===== config.mk =====
export PLATFORM = sky130hd
export DESIGN_NAME = fastcgi_response_deframer
export DESIGN_NICKNAME = d
export VERILOG_FILES = /design/src/rtl/fcgi_rsp_pkg.sv /design/src/rtl/fcgi_rsp_walker.sv /design/src/rtl/fcgi_rsp_tracker.sv /design/src/rtl/fcgi_rsp_out_buf.sv /design/src/rtl/fastcgi_response_deframer.sv
export VERILOG_INCLUDE_DIRS = /design/src /design/src/rtl
export SDC_FILE = /design/constraint.sdc
export NUM_CORES = 1
export LEC_CHECK = 0
export BUFFER_PORTS_ARGS = -buffer_cell sky130_fd_sc_hd__buf_2
export CORE_MARGIN = 2
export CORE_UTILIZATION = 40
export DETAILED_ROUTE_END_ITERATION = 12
export SETUP_SLACK_MARGIN = 0.02
export SLEW_MARGIN = 20
export SYNTH_ARGS = -nofsm -noshare
export SYNTH_HDL_FRONTEND = slang
export SYNTH_HIERARCHICAL = 1
export SYNTH_SLANG_ARGS = --single-unit

===== constraint.sdc =====
create_clock -name clk -period 7.3 [get_ports clk]
set_clock_uncertainty 0.05 [all_clocks]
set_input_delay 0.365 -clock clk [delete_from_list [all_inputs] [get_ports clk]]
set_output_delay 0.365 -clock clk [all_outputs]
set_load 0.005 [all_outputs]

===== src/rtl/assert_macros.svh =====
// ----------------------------------------------------------------------------
// assert_macros.svh
// Assertion helpers shared by the RTL; ASSERT_OFF compiles them away.
// ----------------------------------------------------------------------------
`ifndef ASSERT_MACROS_SVH
`define ASSERT_MACROS_SVH

`ifndef ASSERT_OFF

// property must hold at every clock edge outside reset
`define ASSERT_CLK(name, clk, rst_n, prop) \
  name: assert property (@(posedge clk) disable iff (!rst_n) prop) \
    else $error("assertion failed");

// antecedent this cycle implies consequent in the next cycle
`define ASSERT_NEXT(name, clk, rst_n, ante, cons) \
  name: assert property (@(posedge clk) disable iff (!rst_n) (ante) |=> (cons)) \
    else $error("assertion failed");

`else

`define ASSERT_CLK(name, clk, rst_n, prop)
`define ASSERT_NEXT(name, clk, rst_n, ante, cons)

`endif

`endif


===== src/rtl/fcgi_rsp_pkg.sv =====
// ----------------------------------------------------------------------------
// fcgi_rsp_pkg
// Record types, phase codes and shared structs of the FastCGI response deframer.
// ----------------------------------------------------------------------------
package fcgi_rsp_pkg;

  // record types of interest
  localparam logic [7:0] KIND_END_REQUEST = 8'd3;
  localparam logic [7:0] KIND_STDOUT      = 8'd6;
  localparam logic [7:0] KIND_STDERR      = 8'd7;

  // header byte positions
  localparam logic [2:0] IDX_TYPE    = 3'd1;
  localparam logic [2:0] IDX_LEN_HI  = 3'd4;
  localparam logic [2:0] IDX_LEN_LO  = 3'd5;
  localparam logic [2:0] IDX_PAD     = 3'd6;
  localparam logic [2:0] HEADER_LAST = 3'd7;

  // record walk phases
  localparam logic [1:0] PH_HEADER  = 2'd0;
  localparam logic [1:0] PH_CONTENT = 2'd1;
  localparam logic [1:0] PH_PADDING = 2'd2;

  // end-of-head search progress
  localparam logic [1:0] M_NONE    = 2'd0;
  localparam logic [1:0] M_CR      = 2'd1;
  localparam logic [1:0] M_CRLF    = 2'd2;
  localparam logic [1:0] M_CRLFCR  = 2'd3;

  localparam logic [7:0] BYTE_CR = 8'h0D;
  localparam logic [7:0] BYTE_LF = 8'h0A;

  // result kinds
  localparam logic OUT_PAYLOAD  = 1'b0;
  localparam logic OUT_COMPLETE = 1'b1;

  // per-byte decision of the record walker
  typedef struct packed {
    logic emit;       // byte is stdout/stderr content
    logic stderr;     // content belongs to stderr
    logic complete;   // end request record finished on this byte
  } walk_t;

  // one result transaction
  typedef struct packed {
    logic        kind;
    logic [7:0]  data;
    logic        stderr;
    logic        head_end;
    logic [31:0] total;
  } res_t;

endpackage


===== src/rtl/fcgi_rsp_walker.sv =====
// ----------------------------------------------------------------------------
// fcgi_rsp_walker
// Walks record headers, content and padding; classifies every byte.
// ----------------------------------------------------------------------------
module fcgi_rsp_walker
  import fcgi_rsp_pkg::*;
(
  input  logic       clk,
  input  logic       rst_n,
  input  logic       step,
  input  logic [7:0] byte_in,
  output walk_t      walk
);

`include "assert_macros.svh"

  logic [1:0]  phase_r, phase_nxt;
  logic [2:0]  idx_r, idx_nxt;
  logic [7:0]  kind_r, kind_nxt;
  logic [7:0]  len_hi_r, len_hi_nxt;
  logic [15:0] content_r, content_nxt;
  logic [7:0]  pad_r, pad_nxt;
  logic [15:0] content_dec;
  logic [7:0]  pad_dec;
  logic        rec_done;

  // next state and byte classification
  always_comb begin
    phase_nxt   = phase_r;
    idx_nxt     = idx_r;
    kind_nxt    = kind_r;
    len_hi_nxt  = len_hi_r;
    content_nxt = content_r;
    pad_nxt     = pad_r;
    content_dec = content_r - 16'd1;
    pad_dec     = pad_r - 8'd1;
    rec_done    = 1'b0;
    walk        = '0;
    case (phase_r)
      PH_CONTENT: begin
        walk.emit   = (kind_r == KIND_STDOUT) || (kind_r == KIND_STDERR);
        walk.stderr = (kind_r == KIND_STDERR);
        content_nxt = content_dec;
        if (content_dec == 16'd0) begin
          if (pad_r != 8'd0) begin
            phase_nxt = PH_PADDING;
          end else begin
            rec_done = 1'b1;
          end
        end
      end
      PH_PADDING: begin
        pad_nxt = pad_dec;
        if (pad_dec == 8'd0) begin
          rec_done = 1'b1;
        end
      end
      default: begin
        case (idx_r)
          IDX_TYPE:   kind_nxt    = byte_in;
          IDX_LEN_HI: len_hi_nxt  = byte_in;
          IDX_LEN_LO: content_nxt = {len_hi_r, byte_in};
          IDX_PAD:    pad_nxt     = byte_in;
          default:    ;
        endcase
        if (idx_r == HEADER_LAST) begin
          idx_nxt = 3'd0;
          if (content_r != 16'd0) begin
            phase_nxt = PH_CONTENT;
          end else if (pad_r != 8'd0) begin
            phase_nxt = PH_PADDING;
          end else begin
            rec_done = 1'b1;
          end
        end else begin
          idx_nxt = idx_r + 3'd1;
        end
      end
    endcase
    // record finished: back to header collection
    if (rec_done) begin
      phase_nxt     = PH_HEADER;
      idx_nxt       = 3'd0;
      walk.complete = (kind_r == KIND_END_REQUEST);
    end
  end

  // state registers advance once per transaction
  always_ff @(posedge clk) begin
    if (!rst_n) begin
      phase_r   <= PH_HEADER;
      idx_r     <= 3'd0;
      kind_r    <= 8'd0;
      len_hi_r  <= 8'd0;
      content_r <= 16'd0;
      pad_r     <= 8'd0;
    end else if (step) begin
      phase_r   <= phase_nxt;
      idx_r     <= idx_nxt;
      kind_r    <= kind_nxt;
      len_hi_r  <= len_hi_nxt;
      content_r <= content_nxt;
      pad_r     <= pad_nxt;
    end
  end

  // content and padding phases never sit on an exhausted count
  `ASSERT_CLK(a_content_nonzero, clk, rst_n, (phase_r == PH_CONTENT) |-> (content_r != 16'd0))
  `ASSERT_CLK(a_padding_nonzero, clk, rst_n, (phase_r == PH_PADDING) |-> (pad_r != 8'd0))
  `ASSERT_CLK(a_index_in_header, clk, rst_n, (idx_r != 3'd0) |-> (phase_r == PH_HEADER))

endmodule


===== src/rtl/fcgi_rsp_tracker.sv =====
// ----------------------------------------------------------------------------
// fcgi_rsp_tracker
// Payload count, end-of-head search and result formatting.
// ----------------------------------------------------------------------------
module fcgi_rsp_tracker
  import fcgi_rsp_pkg::*;
#(
  parameter int COUNT_WIDTH = 32
) (
  input  logic       clk,
  input  logic       rst_n,
  input  logic       step,
  input  logic [7:0] byte_in,
  input  walk_t      walk,
  output logic       res_valid,
  output res_t       res
);

  logic [COUNT_WIDTH-1:0] cnt_r, cnt_nxt, cnt_inc, rep_src;
  logic [1:0]             match_r, match_nxt;
  logic                   found_r, found_nxt;
  logic                   hit;
  logic [31:0]            rep32;

  // saturating increment
  assign cnt_inc = (&cnt_r) ? cnt_r : cnt_r + COUNT_WIDTH'(1);

  // search, count and clear on completion
  always_comb begin
    match_nxt = match_r;
    found_nxt = found_r;
    cnt_nxt   = cnt_r;
    hit       = 1'b0;
    if (walk.emit) begin
      if (!found_r) begin
        if (byte_in == BYTE_CR) begin
          match_nxt = (match_r == M_CRLF) ? M_CRLFCR : M_CR;
        end else if (byte_in == BYTE_LF) begin
          if (match_r == M_CR) begin
            match_nxt = M_CRLF;
          end else if (match_r == M_CRLFCR) begin
            match_nxt = M_NONE;
            found_nxt = 1'b1;
            hit       = 1'b1;
          end else begin
            match_nxt = M_NONE;
          end
        end else begin
          match_nxt = M_NONE;
        end
      end
      cnt_nxt = cnt_inc;
    end
    if (walk.complete) begin
      cnt_nxt   = '0;
      match_nxt = M_NONE;
      found_nxt = 1'b0;
    end
  end

  // reported count, limited to 32 bits
  assign rep_src = walk.emit ? cnt_inc : cnt_r;

  if (COUNT_WIDTH > 32) begin : g_wide
    assign rep32 = (|rep_src[COUNT_WIDTH-1:32]) ? 32'hFFFF_FFFF : rep_src[31:0];
  end else if (COUNT_WIDTH == 32) begin : g_exact
    assign rep32 = rep_src;
  end else begin : g_narrow
    assign rep32 = {{(32-COUNT_WIDTH){1'b0}}, rep_src};
  end

  // result formatting
  always_comb begin
    res_valid    = walk.emit | walk.complete;
    res.kind     = walk.complete ? OUT_COMPLETE : OUT_PAYLOAD;
    res.data     = walk.emit ? byte_in : 8'd0;
    res.stderr   = walk.emit & walk.stderr;
    res.head_end = hit;
    res.total    = rep32;
  end

  always_ff @(posedge clk) begin
    if (!rst_n) begin
      cnt_r   <= '0;
      match_r <= M_NONE;
      found_r <= 1'b0;
    end else if (step) begin
      cnt_r   <= cnt_nxt;
      match_r <= match_nxt;
      found_r <= found_nxt;
    end
  end

endmodule


===== src/rtl/fcgi_rsp_out_buf.sv =====
// ----------------------------------------------------------------------------
// fcgi_rsp_out_buf
// Two-entry result buffer: output register plus skid register.
// ----------------------------------------------------------------------------
module fcgi_rsp_out_buf
  import fcgi_rsp_pkg::*;
(
  input  logic clk,
  input  logic rst_n,
  input  logic push,
  input  res_t push_data,
  output logic space,
  output logic out_valid,
  input  logic out_ready,
  output res_t out_data
);

`include "assert_macros.svh"

  logic out_valid_r;
  logic skid_valid_r;
  res_t out_data_r;
  res_t skid_data_r;
  logic slot_free;

  // upstream stalls only when the skid slot is occupied
  assign space     = !skid_valid_r;
  assign out_valid = out_valid_r;
  assign out_data  = out_data_r;
  assign slot_free = !out_valid_r || out_ready;

  // control
  always_ff @(posedge clk) begin
    if (!rst_n) begin
      out_valid_r  <= 1'b0;
      skid_valid_r <= 1'b0;
    end else if (slot_free) begin
      if (skid_valid_r) begin
        out_valid_r  <= 1'b1;
        skid_valid_r <= 1'b0;
      end else begin
        out_valid_r <= push;
      end
    end else if (push) begin
      skid_valid_r <= 1'b1;
    end
  end

  // payload
  always_ff @(posedge clk) begin
    if (slot_free) begin
      if (skid_valid_r) begin
        out_data_r <= skid_data_r;
      end else if (push) begin
        out_data_r <= push_data;
      end
    end else if (push) begin
      skid_data_r <= push_data;
    end
  end

  `ASSERT_CLK(a_skid_needs_out, clk, rst_n, skid_valid_r |-> out_valid_r)
  `ASSERT_CLK(a_no_push_when_full, clk, rst_n, push |-> !skid_valid_r)
  `ASSERT_NEXT(a_stall_fills_skid, clk, rst_n, out_valid_r && !out_ready && push, skid_valid_r)

endmodule


===== src/rtl/fastcgi_response_deframer.sv =====
// ----------------------------------------------------------------------------
// fastcgi_response_deframer
// FastCGI response deframer: stdout/stderr payload extraction per byte.
// ----------------------------------------------------------------------------
// Takes one stream byte per clock unless stalled. Every byte is decoded in
// the cycle it is accepted (record walker plus payload tracker) and its
// result, if any, appears on the out_ channel from an output register. A
// skid register behind it lets input continue for one more result while the
// output is stalled, so in_ready drops only when two results are waiting.
// Header and padding bytes and content of other record types produce no
// transaction; an end request record produces one completion transaction.
module fastcgi_response_deframer
  import fcgi_rsp_pkg::*;
#(
  parameter int COUNT_WIDTH = 32
) (
  input  logic        clk,
  input  logic        rst_n,
  input  logic        in_valid,
  output logic        in_ready,
  input  logic [7:0]  in_stream_byte,
  output logic        out_valid,
  input  logic        out_ready,
  output logic        out_kind,
  output logic [7:0]  out_payload_byte,
  output logic        out_from_stderr,
  output logic        out_head_end_here,
  output logic [31:0] out_total_bytes
);

  logic  step;
  logic  space;
  walk_t walk;
  logic  res_valid;
  res_t  res;
  res_t  out_data;

  assign in_ready = space;
  assign step     = in_valid && space;

  // record walker
  fcgi_rsp_walker u_walker (
    .clk     (clk),
    .rst_n   (rst_n),
    .step    (step),
    .byte_in (in_stream_byte),
    .walk    (walk)
  );

  // payload count and head search
  fcgi_rsp_tracker #(
    .COUNT_WIDTH (COUNT_WIDTH)
  ) u_tracker (
    .clk       (clk),
    .rst_n     (rst_n),
    .step      (step),
    .byte_in   (in_stream_byte),
    .walk      (walk),
    .res_valid (res_valid),
    .res       (res)
  );

  // result registers
  fcgi_rsp_out_buf u_out_buf (
    .clk       (clk),
    .rst_n     (rst_n),
    .push      (step && res_valid),
    .push_data (res),
    .space     (space),
    .out_valid (out_valid),
    .out_ready (out_ready),
    .out_data  (out_data)
  );

  assign out_kind          = out_data.kind;
  assign out_payload_byte  = out_data.data;
  assign out_from_stderr   = out_data.stderr;
  assign out_head_end_here = out_data.head_end;
  assign out_total_bytes   = out_data.total;

endmodule

Word-level counts from Yosys, hierarchy flattened
Cells that the tools add are included.
{"block": "classes", "n_addsub": 4, "reduce_logical": 28, "mux": 45, "n_eq_ne": 19, "n_bitwise": 7}
{"operator": "32-bit 2-to-1 mux", "n": 3}
{"operator": "43-bit 2-to-1 mux", "n": 2}
{"operator": "32-bit by 1-bit adder with 32-bit output, second input constant", "n": 1}
{"operator": "16-bit case mux with 2 select lines", "n": 1}
{"operator": "32-bit AND reduction", "n": 1}
{"operator": "2-bit 2-to-1 mux", "n": 13}
{"operator": "1-bit 2-to-1 mux", "n": 17}
{"operator": "8-bit by 3-bit == test with 1-bit output, second input constant", "n": 2}
{"operator": "8-bit by 4-bit == test with 1-bit output, second input constant", "n": 2}
{"operator": "16-bit logical NOT", "n": 1}
{"operator": "16-bit 2-to-1 mux", "n": 1}
{"operator": "8-bit 2-to-1 mux", "n": 2}
{"operator": "8-bit case mux with 2 select lines", "n": 1}
{"operator": "16-bit nonzero test", "n": 1}
{"operator": "16-bit by 1-bit subtractor with 16-bit output, second input constant", "n": 1}
{"operator": "3-bit AND reduction", "n": 5}
{"operator": "3-bit == test, second input constant", "n": 4}
{"operator": "3-bit 2-to-1 mux", "n": 3}
{"operator": "8-bit by 2-bit == test with 1-bit output, second input constant", "n": 1}
{"operator": "8-bit logical NOT", "n": 1}
{"operator": "2-bit AND reduction", "n": 4}
{"operator": "2-bit nonzero test", "n": 4}
{"operator": "8-bit nonzero test", "n": 1}
{"operator": "8-bit by 1-bit subtractor with 8-bit output, second input constant", "n": 1}
{"operator": "other kinds (17)", "n": 30}
{"block": "totals", "in_bits": 12, "register_bits": 168, "word_cells": 124, "output_inout_bits": 45}

Longest topological paths before layout
Gate-level depths: netlist (run 1).
{"block": "logic_depth", "word_depth": 10, "depth_mapped": 15}

Modules after synthesis
The synthesis (run 1) kept the hierarchy.
{"mod": "fcgi_rsp_out_buf", "cells_each": 143, "area_each_um2": 3382.0, "n_inst": 1, "seq_area_each_um2": 2622.5}
{"mod": "fcgi_rsp_walker", "cells_each": 370, "area_each_um2": 2869.0, "n_inst": 1, "seq_area_each_um2": 900.9}
{"mod": "fcgi_rsp_tracker", "cells_each": 378, "area_each_um2": 2847.7, "n_inst": 1, "seq_area_each_um2": 700.7}
{"mod": "fastcgi_response_deframer", "cells_each": 2, "area_each_um2": 12.5, "n_inst": 1, "seq_area_each_um2": 0.0}

Least setup slack after synthesis (run 1)
Ideal clock, no wire load.
{"block": "synth_path", "kind": "flip-flop to flip-flop", "start": "reg u_walker.content_r[0]", "end": "reg u_out_buf.out_data_r, in the netlist u_out_buf/out_data[0], enable pin", "path_slack_ns": 2.136, "setup_ns": 0.444, "t_arrival_ns": 4.670, "path_stages_with_launch": 13, "cell_sequence": "dfxtp_1 -> inv_1 -> ha_1 -> nor3b_4 -> nand3_2 -> or4b_4 -> o32ai_2 -> a21oi_2 -> nor3_1 -> or2_2 -> and3_1 -> nor2_1 -> nor2_1"}
{"element": "start: declaration", "line_no": "fcgi_rsp_walker.sv:21", "source": "logic [15:0] content_r, content_nxt;"}
{"element": "start signal: assignment", "line_no": "fcgi_rsp_walker.sv:102", "source": "content_r <= content_nxt;"}
{"element": "end signal: assignment", "line_no": "fcgi_rsp_out_buf.sv:53", "source": "out_data_r <= skid_data_r;"}
{"element": "end signal: assignment", "line_no": "fcgi_rsp_out_buf.sv:55", "source": "out_data_r <= push_data;"}
{"element": "end: declaration", "line_no": "fcgi_rsp_out_buf.sv:22", "source": "res_t out_data_r;"}

==> impl_results.md, run 1 <==
* Final min period at 4.730 ns
* Worst setup SP type: flip-flop
* Die height at 154.9 um
* Min setup slack post-route at 2.570 ns
* Total CTS buffers at 17
* Post-CTS sizing at 0
* DRT antenna net count at 0
* DR iter-0 viols at 594
* Clock Power Share at 0.458
* Drt first pass iters at 5
* Synthesized instance count at 893
* Max Slew Vio Count at 0
* Clock Sinks at 168
* Netlist cell types at 98
* Final instance area at 10030 um^2
* Min-delay src: in_stream_byte[7]
* Row count at 55
* Synth Flop Type: edfxtp_1
* IO Pins at 57
* DR WL/cell at 17.67 um
* Synth async-reset ratio at 0
* Fill cells at 2105
* Fin. Hold Viols at 0
* Starting Density at 0.4049
* Net Count, Synth at 917
* Count leader, synth: nand2_1
* RSZ-0062 raised after global routing: no
* HPWL Detailed at 14.09 mm
* Peak VDD IR at 0.0001284 V
* Synth Cell Area at 9111 um^2
* Run status: complete, no violations
* Reg2reg setup slack at 2.57 ns
* CP Launch Point: u_walker/content_r[0]
* Avg Cell Area, Syn at 10.20 um^2
* Hold_buf cts at 0
* H-tree depth reported by CTS at 4
* Postcts setup bufs at 0
* Share of the synthesized area in the top cell type at 0.2834
* WP data required at 7.35 ns
* N_diodes at 0
* Total GRT Usage at 0.1789
* Total number of yosys warnings at 6
* Via-to-Cell Ratio at 5.712
* Register area share after synthesis at 0.4636
* Yosys top cell by area: edfxtp_1
* Register Area at 4225 um^2
* Input/output buffers at 56
* Critical Path Fanout Max at 28
* Most common library cells after synthesis: nand2_1, edfxtp_1, dfxtp_1
* First-pass GRT wire length at 34.14 mm
* Highest Clock Rate at 211.4 MHz
* Switching part of the total power at 0.2316
* Worst r2r src: u_walker/content_r[0]
* Multi-input logic area at 4448 um^2
* CTS tree: yes
* Grt ovf at 0
* DP Area at 9464 um^2
* CP arrival at 4.78 ns
* Hold path depth at 3
* Leakage power at 3.371 nW
* Clock-pin slew on the worst setup and hold paths at 0.07 ns
* Hold path endpoint: u_walker/kind_r[7]
* CTS Buffer Depth at 2
* Clk root buf: clkbuf_16
* Gpl congestion at 0.8651
* CP Capture Type: flip-flop
* Critical path type: flip-flop to flip-flop
* Sequential Power Share at 0.515
* Number of flops mapped to enable cells by yosys at 86
* Cell-internal power at 1.476 mW
* Vias in the first global route at 6335
* Worst r2r dst: u_out_buf/out_data[18]
* Worst slack at placement at 2.617 ns
* Horiz. Die Dim at 154.9 um
* Slew margin rel. at 0.2517
* Yosys reg bits at 168
* Net Sw Power at 0.4449 mW
* Placed cells at 1182
* Nets at 940
* Ranking of synthesized cells by area: edfxtp_1, dfxtp_1, mux2_4
* Worst min path class: primary input to flip-flop
* DRT Wirelength at 21.45 mm
* Non-Filler Instances at 1214
* Layout cells sized above 1 at 0.2056
* Core area at 22500 um^2
* TNS Setup at 0 ns
* Die Area at 24000 um^2
* FF-to-FF path depth at 13
* PwrDens at 191.5 nW/um^2
* Final Setup Violations at 0
* Hold slack at 0.2044 ns
* Syn-to-layout area delta at 10.11%
* Worst-Margin Slew at 1.118 ns
* Via count at 6934
* Fin crit share at 0.6480
* Drt drc at 0
* Antenna violations before repair at 0
* Max-Cap Viols at 0
* Logic pwr share at 0.027
* Largest net degree at the start of global routing at 46
* Clk_lat worst skew at 0.44 ns
==> layer usage <==
layer	wire length (um)	global-route usage	share of wire
met1	10130	0.2451	0.47
met5	0	0	0
met2	9914	0.2849	0.46
met4	347	0.05732	0.016
met3	1052	0.03649	0.049
==> final cells by class <==
class                      instances  share of cell area
clock buffer                      17             0.04240
timing repair buffer              64             0.03392
sequential                       168              0.4212
tap                              285             0.03555
inverter                          25            0.009354
clock inverter                    15             0.01422
multi-input combinational        640              0.4434
==> registers in the layout, indices dropped and copies added (netlist names), 3 cells and up <==
| signal | flops |
|---|---|
| u_walker/pad_r | 8 |
| u_tracker/cnt_r | 32 |
| u_walker/content_r | 16 |
| u_walker/kind_r | 8 |
| u_out_buf/out_data | 43 |
| u_out_buf/skid_data_r | 43 |
| u_walker/idx_r | 3 |
| u_walker/len_hi_r | 8 |
==> power groups by stage <==
stage,clock network (mW),registers (mW),logic [mW]
after floorplan,0,1.01,0.0321
after detailed placement,0,1.01,0.0519
final,0.880,0.989,0.0523
after global routing,0.935,0.989,0.0576
after CTS,0.902,0.988,0.0522
after global placement,0,1.01,0.0518
==> per-stage QoR <==
step,util,total power [mW]
2_1_floorplan,-,1.041
3_3_place_gp,0.4206,1.061
4_1_cts,0.4458,1.942
6_report,0.4458,1.921
3_5_place_dp,0.4206,1.061
5_1_grt,0.4458,1.981
==> cell usage in the layout, fill, tap and decap left out, drive strengths merged, types with 4 or more instances in the layout <==
cell type  count
and3          12
nand2b         8
a21oi         56
clkbuf        17
edfxtp        86
nor2          63
nand4         21
o21ai         26
a41oi          5
nor4b          5
nor4          16
nand3b         5
a32oi          8
nand3         31
nor3b          4
xnor2         17
buf           64
o31a           5
a31oi         17
a211oi         4
inv           30
nor3          32
clkinvlp       6
or3            6
dfxtp         82
ha            12
or4           12
o22ai          4
o211ai        11
xor2          18
o22a           4
and4           8
o31ai          7
nor2b         10
and2          18
mux2          45
nand2         97
==> worst max-delay path by stage <==
stage,to,cells past startpoint,slack (ns)
4_1_cts,u_out_buf/out_data[17],13,2.58
2_1_floorplan,u_out_buf/out_data[0],12,2.14
3_5_place_dp,u_out_buf/out_data[15],13,2.62
6_report,u_out_buf/out_data[18],13,2.57
3_3_place_gp,u_out_buf/out_data[15],13,2.75
5_1_grt,u_out_buf/out_data[15],13,2.24
==> critical path: stages (launching register included) <==
cell and delay [ns]:
dfxtp_1 0.40, inv_1 0.09, ha_1 0.27, nor3b_4 0.43, nand3_2 0.15, or4b_4 0.54
o32ai_2 0.30, a21oi_2 0.10, nor3_1 0.65, or2_2 0.24, and3_1 0.19, nor2_1 0.08
nor2_4 0.44, buf_4 0.42
==> cell families (layout without fill, tap and decap cells) <==
group | count (synthesis) | in the layout | share of synthesized area
mux | 47 | 47 | 0.07347
compound gates | 184 | 184 | 0.1402
xor+xnor | 35 | 35 | 0.03364
buf+inv | 85 | 121 | 0.05012
fa+ha+maj | 12 | 12 | 0.01648
flops | 168 | 168 | 0.4636
simple gates | 362 | 362 | 0.2225
Note: power is estimated with default switching activity, not from simulation.
==> run 2: changes to the inputs <==
Clock period 7.3 ns to 4.8 ns, I/O delays scaled along.
==> impl_results.md, run 2 (synthesized netlist as in run 1, its figures left out) <==
* First-pass GRT wire length at 34.87 mm (was 34.14 mm)
* Core area at 22500 um^2 (unchanged)
* Clk root buf: clkbuf_16 (unchanged)
* Non-Filler Instances at 1220 (was 1214)
* Final instance area at 10110 um^2 (was 10030 um^2)
* Die Area at 24000 um^2 (unchanged)
* Critical path type: flip-flop to flip-flop (unchanged)
* Post-CTS sizing at 0 (unchanged)
* Clock Sinks at 168 (unchanged)
* Slew margin rel. at 0.3232 (was 0.2517)
* Clk_lat worst skew at 0.43 ns (was 0.44 ns)
* Logic pwr share at 0.027 (about the same)
* Worst-Margin Slew at 1.013 ns (was 1.118 ns)
* Peak VDD IR at 0.0002061 V (was 0.0001284 V)
* Cell-internal power at 2.290 mW (was 1.476 mW)
* Total CTS buffers at 17 (unchanged)
* Run status: complete, no violations (unchanged)
* Commonest non-fill, non-tap cell in the layout: nand2_1 (unchanged)
* Final Setup Violations at 0 (unchanged)
* Die height at 154.9 um (unchanged)
* Largest net degree at the start of global routing at 46 (unchanged)
* Fin crit share at 0.8306 (was 0.6480)
* Cell Chain, Critical Path: inv_1 > ha_1 > nor3b_4 > nand3_2 > or4b_4 > o32ai_2 > a21oi_2 > nor3_1 > buf_4 > or2_2 > and3_1 > nor2_1 > nor2_4 > buf_12 (was inv_1 > ha_1 > nor3b_4 > nand3_2 > or4b_4 > o32ai_2 > a21oi_2 > nor3_1 > or2_2 > and3_1 > nor2_1 > nor2_4 > buf_4)
* Via-to-Cell Ratio at 5.705 (was 5.712)
* Leakage power at 3.433 nW (was 3.371 nW)
* Fin util at 0.4495 (was 0.4458)
* Critical Path Fanout Max at 37 (was 28)
* Register Area at 4225 um^2 (unchanged)
* Fill cells at 2134 (was 2105)
* CTS Buffer Depth at 2 (unchanged)
* WP data required at 4.86 ns (was 7.35 ns)
* Drt first pass iters at 6 (was 5)
* DRT antenna net count at 0 (unchanged)
* H-tree depth reported by CTS at 4 (unchanged)
* WL met1 at 10.08 mm (was 10.13 mm)
* CP Capture Type: flip-flop (unchanged)
* CP peak stage delay at 0.54 ns (was 0.65 ns)
* Worst r2r src: u_walker/content_r[1] (was u_walker/content_r[0])
* IO Pins at 57 (unchanged)
* HPWL Detailed at 14.48 mm (was 14.09 mm)
* Sequential Power Share at 0.510 (was 0.515)
* Postcts setup bufs at 0 (unchanged)
* Highest Signal Layer: met4 (unchanged)
* CP top delay family: simple AND/OR/NAND/NOR gates (unchanged)
* Drt drc at 0 (unchanged)
* Hold_buf cts at 0 (unchanged)
* DRT Wirelength at 21.74 mm (was 21.45 mm)
* Hold path depth at 3 (unchanged)
* Worst r2r dst: u_out_buf/out_data[15] (was u_out_buf/out_data[18])
* Grt ovf at 0 (unchanged)
* Syn-to-layout area delta at 11.01% (was 10.11%)
* Clock-pin slew on the worst setup and hold paths at 0.07 ns (about the same)
* PwrDens at 291.4 nW/um^2 (was 191.5 nW/um^2)
* Nets at 946 (was 940)
* Horiz. Die Dim at 154.9 um (unchanged)
* Antenna violations before repair at 0 (unchanged)
* Reg2reg setup slack at 0.81 ns (was 2.57 ns)
* Via count at 6960 (was 6934)
* Worst setup SP type: flip-flop (unchanged)
* Row count at 55 (unchanged)
* Fin. Hold Viols at 0 (unchanged)
* Net Sw Power at 0.6576 mW (was 0.4449 mW)
* Starting Density at 0.4049 (unchanged)
* N_diodes at 0 (unchanged)
* CP arrival at 4.05 ns (was 4.78 ns)
* TNS Setup at 0 ns (unchanged)
* Buf+Inv Stages, Crit Path at 3 (was 2)
* Hold path endpoint: u_walker/len_hi_r[7] (was u_walker/kind_r[7])
* Max-Cap Viols at 0 (unchanged)
* FF-to-FF path depth at 14 (was 13)
* Met3 WL at 1.047 mm (was 1.052 mm)
* RSZ-0062 raised after global routing: no (unchanged)
* Worst min path class: primary input to flip-flop (unchanged)
* Final min period at 3.987 ns (was 4.730 ns)
* DR WL met2 at 10.21 mm (was 9.914 mm)
* Max Slew Vio Count at 0 (unchanged)
* Gpl congestion at 0.8213 (was 0.8651)
* Input/output buffers at 56 (unchanged)
* DP Area at 9532 um^2 (was 9464 um^2)
* CTS tree: yes (unchanged)
* Multi-input logic area at 4448 um^2 (unchanged)
* Placed cells at 1188 (was 1182)
* DR iter-0 viols at 543 (was 594)
* DR WL/cell at 17.82 um (was 17.67 um)
* Min-delay src: in_stream_byte[7] (unchanged)
* Most frequent cells in the layout: nand2_1, edfxtp_1, dfxtp_1, nor2_1, buf_2 (unchanged)
* Total GRT Usage at 0.1827 (was 0.1789)
* Vias in the first global route at 6508 (was 6335)
* Slowest cell on crit path: or4b_4 (was nor3_1)
* Clock Power Share at 0.463 (was 0.458)
* Switching part of the total power at 0.2231 (was 0.2316)
* Layout cells sized above 1 at 0.2096 (was 0.2056)
* Highest Clock Rate at 250.8 MHz (was 211.4 MHz)
## run 2: changes by cell type in the layout (fill, tap and decap cells not counted), sizes merged
cell      change
clkinv        +1
inv           +1
clkbuf        +3
buf           +6
clkinvlp      -5
## run 2: final cells by class
type,instances,area share
clock inverter,12,0.01113
clock buffer,20,0.04626
timing repair buffer,70,0.04057
sequential,168,0.4177
tap,285,0.03525
inverter,25,0.009278
multi-input combinational,640,0.4398
## run 2: worst max path at each step
stage	end	depth (start not counted)	from
after global routing	u_out_buf/out_data[15]	14	u_walker/content_r[1]
after floorplan	u_out_buf/out_data[0]	12	u_walker/content_r[0]
final	u_out_buf/out_data[15]	14	u_walker/content_r[1]
after CTS	u_out_buf/out_data[15]	14	u_walker/content_r[1]
after detailed placement	u_out_buf/out_data[16]	14	u_walker/content_r[1]
after global placement	u_out_buf/out_data[14]	14	u_walker/content_r[0]
## run 2: per-stage QoR
step / hold slack [ns] / setup WS, ns / power (mW)
after CTS: 0.07402 / 0.8389 / 2.982
after global placement: 0.3922 / 1.007 / 1.614
final: 0.08941 / 0.8132 / 2.948
after floorplan: 0.3179 / 0.3607 / 1.583
after global routing: 0.09150 / 0.6185 / 3.049
after detailed placement: 0.3972 / 0.8732 / 1.615
## run 2: routing by layer
layer  global-route usage  vias to the layer above
li1                     -                     3386
met2               0.2910                      234
met5                    0                        -
met3              0.03398                       39
met4              0.05732                        0
met1               0.2527                     3301
## run 2: power by group through the flow
stage | sequential [mW] | combinational (mW) | clock, mW
6_report | 1.50 | 0.0802 | 1.36
4_1_cts | 1.50 | 0.0797 | 1.40
3_3_place_gp | 1.54 | 0.0790 | 0
2_1_floorplan | 1.53 | 0.0489 | 0
3_5_place_dp | 1.54 | 0.0794 | 0
5_1_grt | 1.50 | 0.0877 | 1.46
## run 2: tightest hold or removal path, cell delays in order
cell	delay, ns
buf_2	0.16
nand2_1	0.07
a21oi_1	0.05
==> run 3: changes to the inputs <==
Settings changed: ABC_AREA set to 1.
Clock period 4.8 ns to 3.92 ns, I/O delays scaled along.
==> impl_results.md, run 3 <==
* Nets at 1247 (was 946)
* Netlist cell types at 48 (was 98)
* Via-to-Cell Ratio at 4.976 (was 5.705)
* DRT antenna net count at 0 (unchanged)
* Total GRT Usage at 0.1841 (was 0.1827)
* Share of the synthesized area in the top cell type at 0.2861 (was 0.2834)
* Final min period at 3.331 ns (was 3.987 ns)
* Count leader, synth: nand2_1 (unchanged)
* Postcts setup bufs at 0 (unchanged)
* DR WL/cell at 14.09 um (was 17.82 um)
* Synthesized instance count at 1171 (was 893)
* Grt ovf at 0 (unchanged)
* Met3 WL at 1.112 mm (was 1.047 mm)
* Highest Signal Layer: met4 (unchanged)
* Fin crit share at 0.8497 (was 0.8306)
* Clock Sinks at 168 (unchanged)
* CP arrival at 3.37 ns (was 4.05 ns)
* Total number of yosys warnings at 6 (unchanged)
* CTS Buffer Depth at 2 (unchanged)
* Synth Flop Type: edfxtp_1 (unchanged)
* Layout cells sized above 1 at 0.1610 (was 0.2096)
* Row count at 54 (was 55)
* WP data required at 3.96 ns (was 4.86 ns)
* Highest Clock Rate at 300.2 MHz (was 250.8 MHz)
* Antenna violations before repair at 0 (unchanged)
* Number of flops mapped to enable cells by yosys at 86 (unchanged)
* Commonest non-fill, non-tap cell in the layout: nand2_1 (unchanged)
* Syn-to-layout area delta at 12.47% (was 11.01%)
* PwrDens at 369.5 nW/um^2 (was 291.4 nW/um^2)
* TNS Setup at 0 ns (unchanged)
* Final Setup Violations at 0 (unchanged)
* Critical path type: flip-flop to flip-flop (unchanged)
* Max Slew Vio Count at 0 (unchanged)
* Leakage power at 4.195 nW (was 3.433 nW)
* Horiz. Die Dim at 154.2 um (was 154.9 um)
* Clk root buf: clkbuf_16 (unchanged)
* Worst min path class: primary input to flip-flop (unchanged)
* Cell-internal power at 2.912 mW (was 2.290 mW)
* Largest net degree at the start of global routing at 46 (unchanged)
* Tot Pwr at 3.752 mW (was 2.948 mW)
* DR WL met2 at 8.882 mm (was 10.21 mm)
* Yosys top cell by area: edfxtp_1 (unchanged)
* DR iter-0 viols at 554 (was 543)
* CP Launch Point: u_walker/content_r[0] (was u_walker/content_r[1])
* Synth Cell Area at 9027 um^2 (was 9111 um^2)
* Starting Density at 0.4111 (was 0.4049)
* Max-Cap Viols at 0 (unchanged)
* Clock Power Share at 0.466 (was 0.463)
* Net Sw Power at 0.8394 mW (was 0.6576 mW)
* WL met1 at 11.09 mm (was 10.08 mm)
* Synth async-reset ratio at 0 (unchanged)
* Critical Path Fanout Max at 29 (was 37)
* Net Count, Synth at 1195 (was 917)
* Register area share after synthesis at 0.4679 (was 0.4636)
* Die Area at 23790 um^2 (was 24000 um^2)
* RSZ-0062 raised after global routing: no (unchanged)
* N_diodes at 0 (unchanged)
* Input/output buffers at 56 (unchanged)
* Yosys reg bits at 168 (unchanged)
* Drt drc at 0 (unchanged)
* Switching part of the total power at 0.2237 (was 0.2231)
* Die height at 154.2 um (was 154.9 um)
* Hold_buf cts at 0 (unchanged)
* Drt first pass iters at 5 (was 6)
* First-pass GRT wire length at 34.89 mm (was 34.87 mm)
* Slew margin rel. at 0.5625 (was 0.3232)
* Peak VDD IR at 0.0002111 V (was 0.0002061 V)
* Post-CTS sizing at 0 (unchanged)
* Fin util at 0.4624 (was 0.4495)
* Logic pwr share at 0.042 (was 0.027)
* CP Capture Type: flip-flop (unchanged)
* H-tree depth reported by CTS at 4 (unchanged)
* Via count at 7543 (was 6960)
* Core area at 21960 um^2 (was 22500 um^2)
* Min-delay src: in_stream_byte[0] (was in_stream_byte[7])
* IO Pins at 57 (unchanged)
* Vias in the first global route at 6845 (was 6508)
* Clock-pin slew on the worst setup and hold paths at 0.07 ns (about the same)
* Worst-Margin Slew at 0.6522 ns (was 1.013 ns)
* Total CTS buffers at 17 (unchanged)
* Worst setup SP type: flip-flop (unchanged)
* Most frequent cells in the layout: nand2_1, inv_1, nor2_1, edfxtp_1, dfxtp_1 (was nand2_1, edfxtp_1, dfxtp_1, nor2_1, buf_2)
* Most common library cells after synthesis: nand2_1, inv_1, nor2_1 (was nand2_1, edfxtp_1, dfxtp_1)
* Worst r2r src: u_walker/content_r[0] (was u_walker/content_r[1])
* Gpl congestion at 0.8744 (was 0.8213)
* Run status: complete, no violations (unchanged)
* Fin. Hold Viols at 0 (unchanged)
* HPWL Detailed at 14.72 mm (was 14.48 mm)
* CTS tree: yes (unchanged)
* Clk_lat worst skew at 0.43 ns (about the same)
* Min setup slack post-route at 0.5893 ns (was 0.8132 ns)
* Worst slack at placement at 0.5989 ns (was 0.8732 ns)
* DRT Wirelength at 21.36 mm (was 21.74 mm)
* Sequential Power Share at 0.493 (was 0.510)
* Avg Cell Area, Syn at 7.709 um^2 (was 10.20 um^2)
* Ranking of synthesized cells by area: edfxtp_1, dfxtp_1, nand2_1 (was edfxtp_1, dfxtp_1, mux2_4)
[run 3: layout make-up]
class	instances	area [um^2]
flip-flops and latches	168	4225
inverters	133	506.7
fillers	2140	11810
clock buffers	19	442.9
well taps	280	350.3
multi-input cells	831	4048
clock inverters	13	167.7
repair buffers	72	412.9
[run 3: layer usage]
metal,global-route usage,vias up
li1,-,3895
met1,0.2775,3427
met2,0.2697,200
met3,0.03138,21
met4,0.05563,0
met5,0,-
[run 3: cells by family after synthesis]
kind of cell    count (synthesis)  share of synthesized area
xor+xnor                        8                   0.007762
buf+inv                       172                    0.08566
simple gates                  688                     0.3457
flops                         168                     0.4679
compound gates                123                    0.07637
fa+ha+maj                      12                    0.01663
[run 3: path summary, 6_finish.rpt]
kind	end	cells after the start	slack (ns)
setup / recovery	u_out_buf/skid_data_r[15]	23	0.59
hold / removal	u_walker/content_r[0]	3	0.09
setup reg to reg	u_out_buf/skid_data_r[15]	23	0.59
hold reg to reg	u_walker/kind_r[7]	2	0.44
[run 3: power by group through the flow]
stage	logic [mW]	clock network, mW	registers, mW
floorplan	0.107	0	1.88
global placement	0.154	0	1.89
detailed placement	0.154	0	1.89
CTS	0.155	1.79	1.85
global route	0.176	1.85	1.85
finish	0.156	1.75	1.85
[run 3: worst max-delay path, cell delays in order (launching register included)]
cell and delay, ns:
dfxtp_1 0.35, inv_1 0.11, ha_1 0.27, inv_1 0.07, nor2_1 0.06, nor2_1 0.13, nand2_1 0.06, nor2_1 0.09
nand2_1 0.05, nor2_1 0.11, nand2_1 0.07, nor2_2 0.13, nand3_2 0.08, nand2_2 0.06, nand2_2 0.07, nand2_2 0.08
inv_2 0.07, nor3_1 0.20, inv_1 0.06, nand2_1 0.08, inv_1 0.05, nor2_2 0.12, and3_2 0.19, buf_4 0.35
[run 3: stage by stage]
stage | hold slack [ns] | cell area [um^2] | std cells
after floorplan | 0.2778 | 9039 | 1171
after global placement | 0.4143 | 9543 | 1484
after detailed placement | 0.4266 | 9543 | 1484
after CTS | 0.06210 | 10150 | 1516
after global routing | 0.08131 | 10150 | 1516
final | 0.08840 | 10150 | 1516
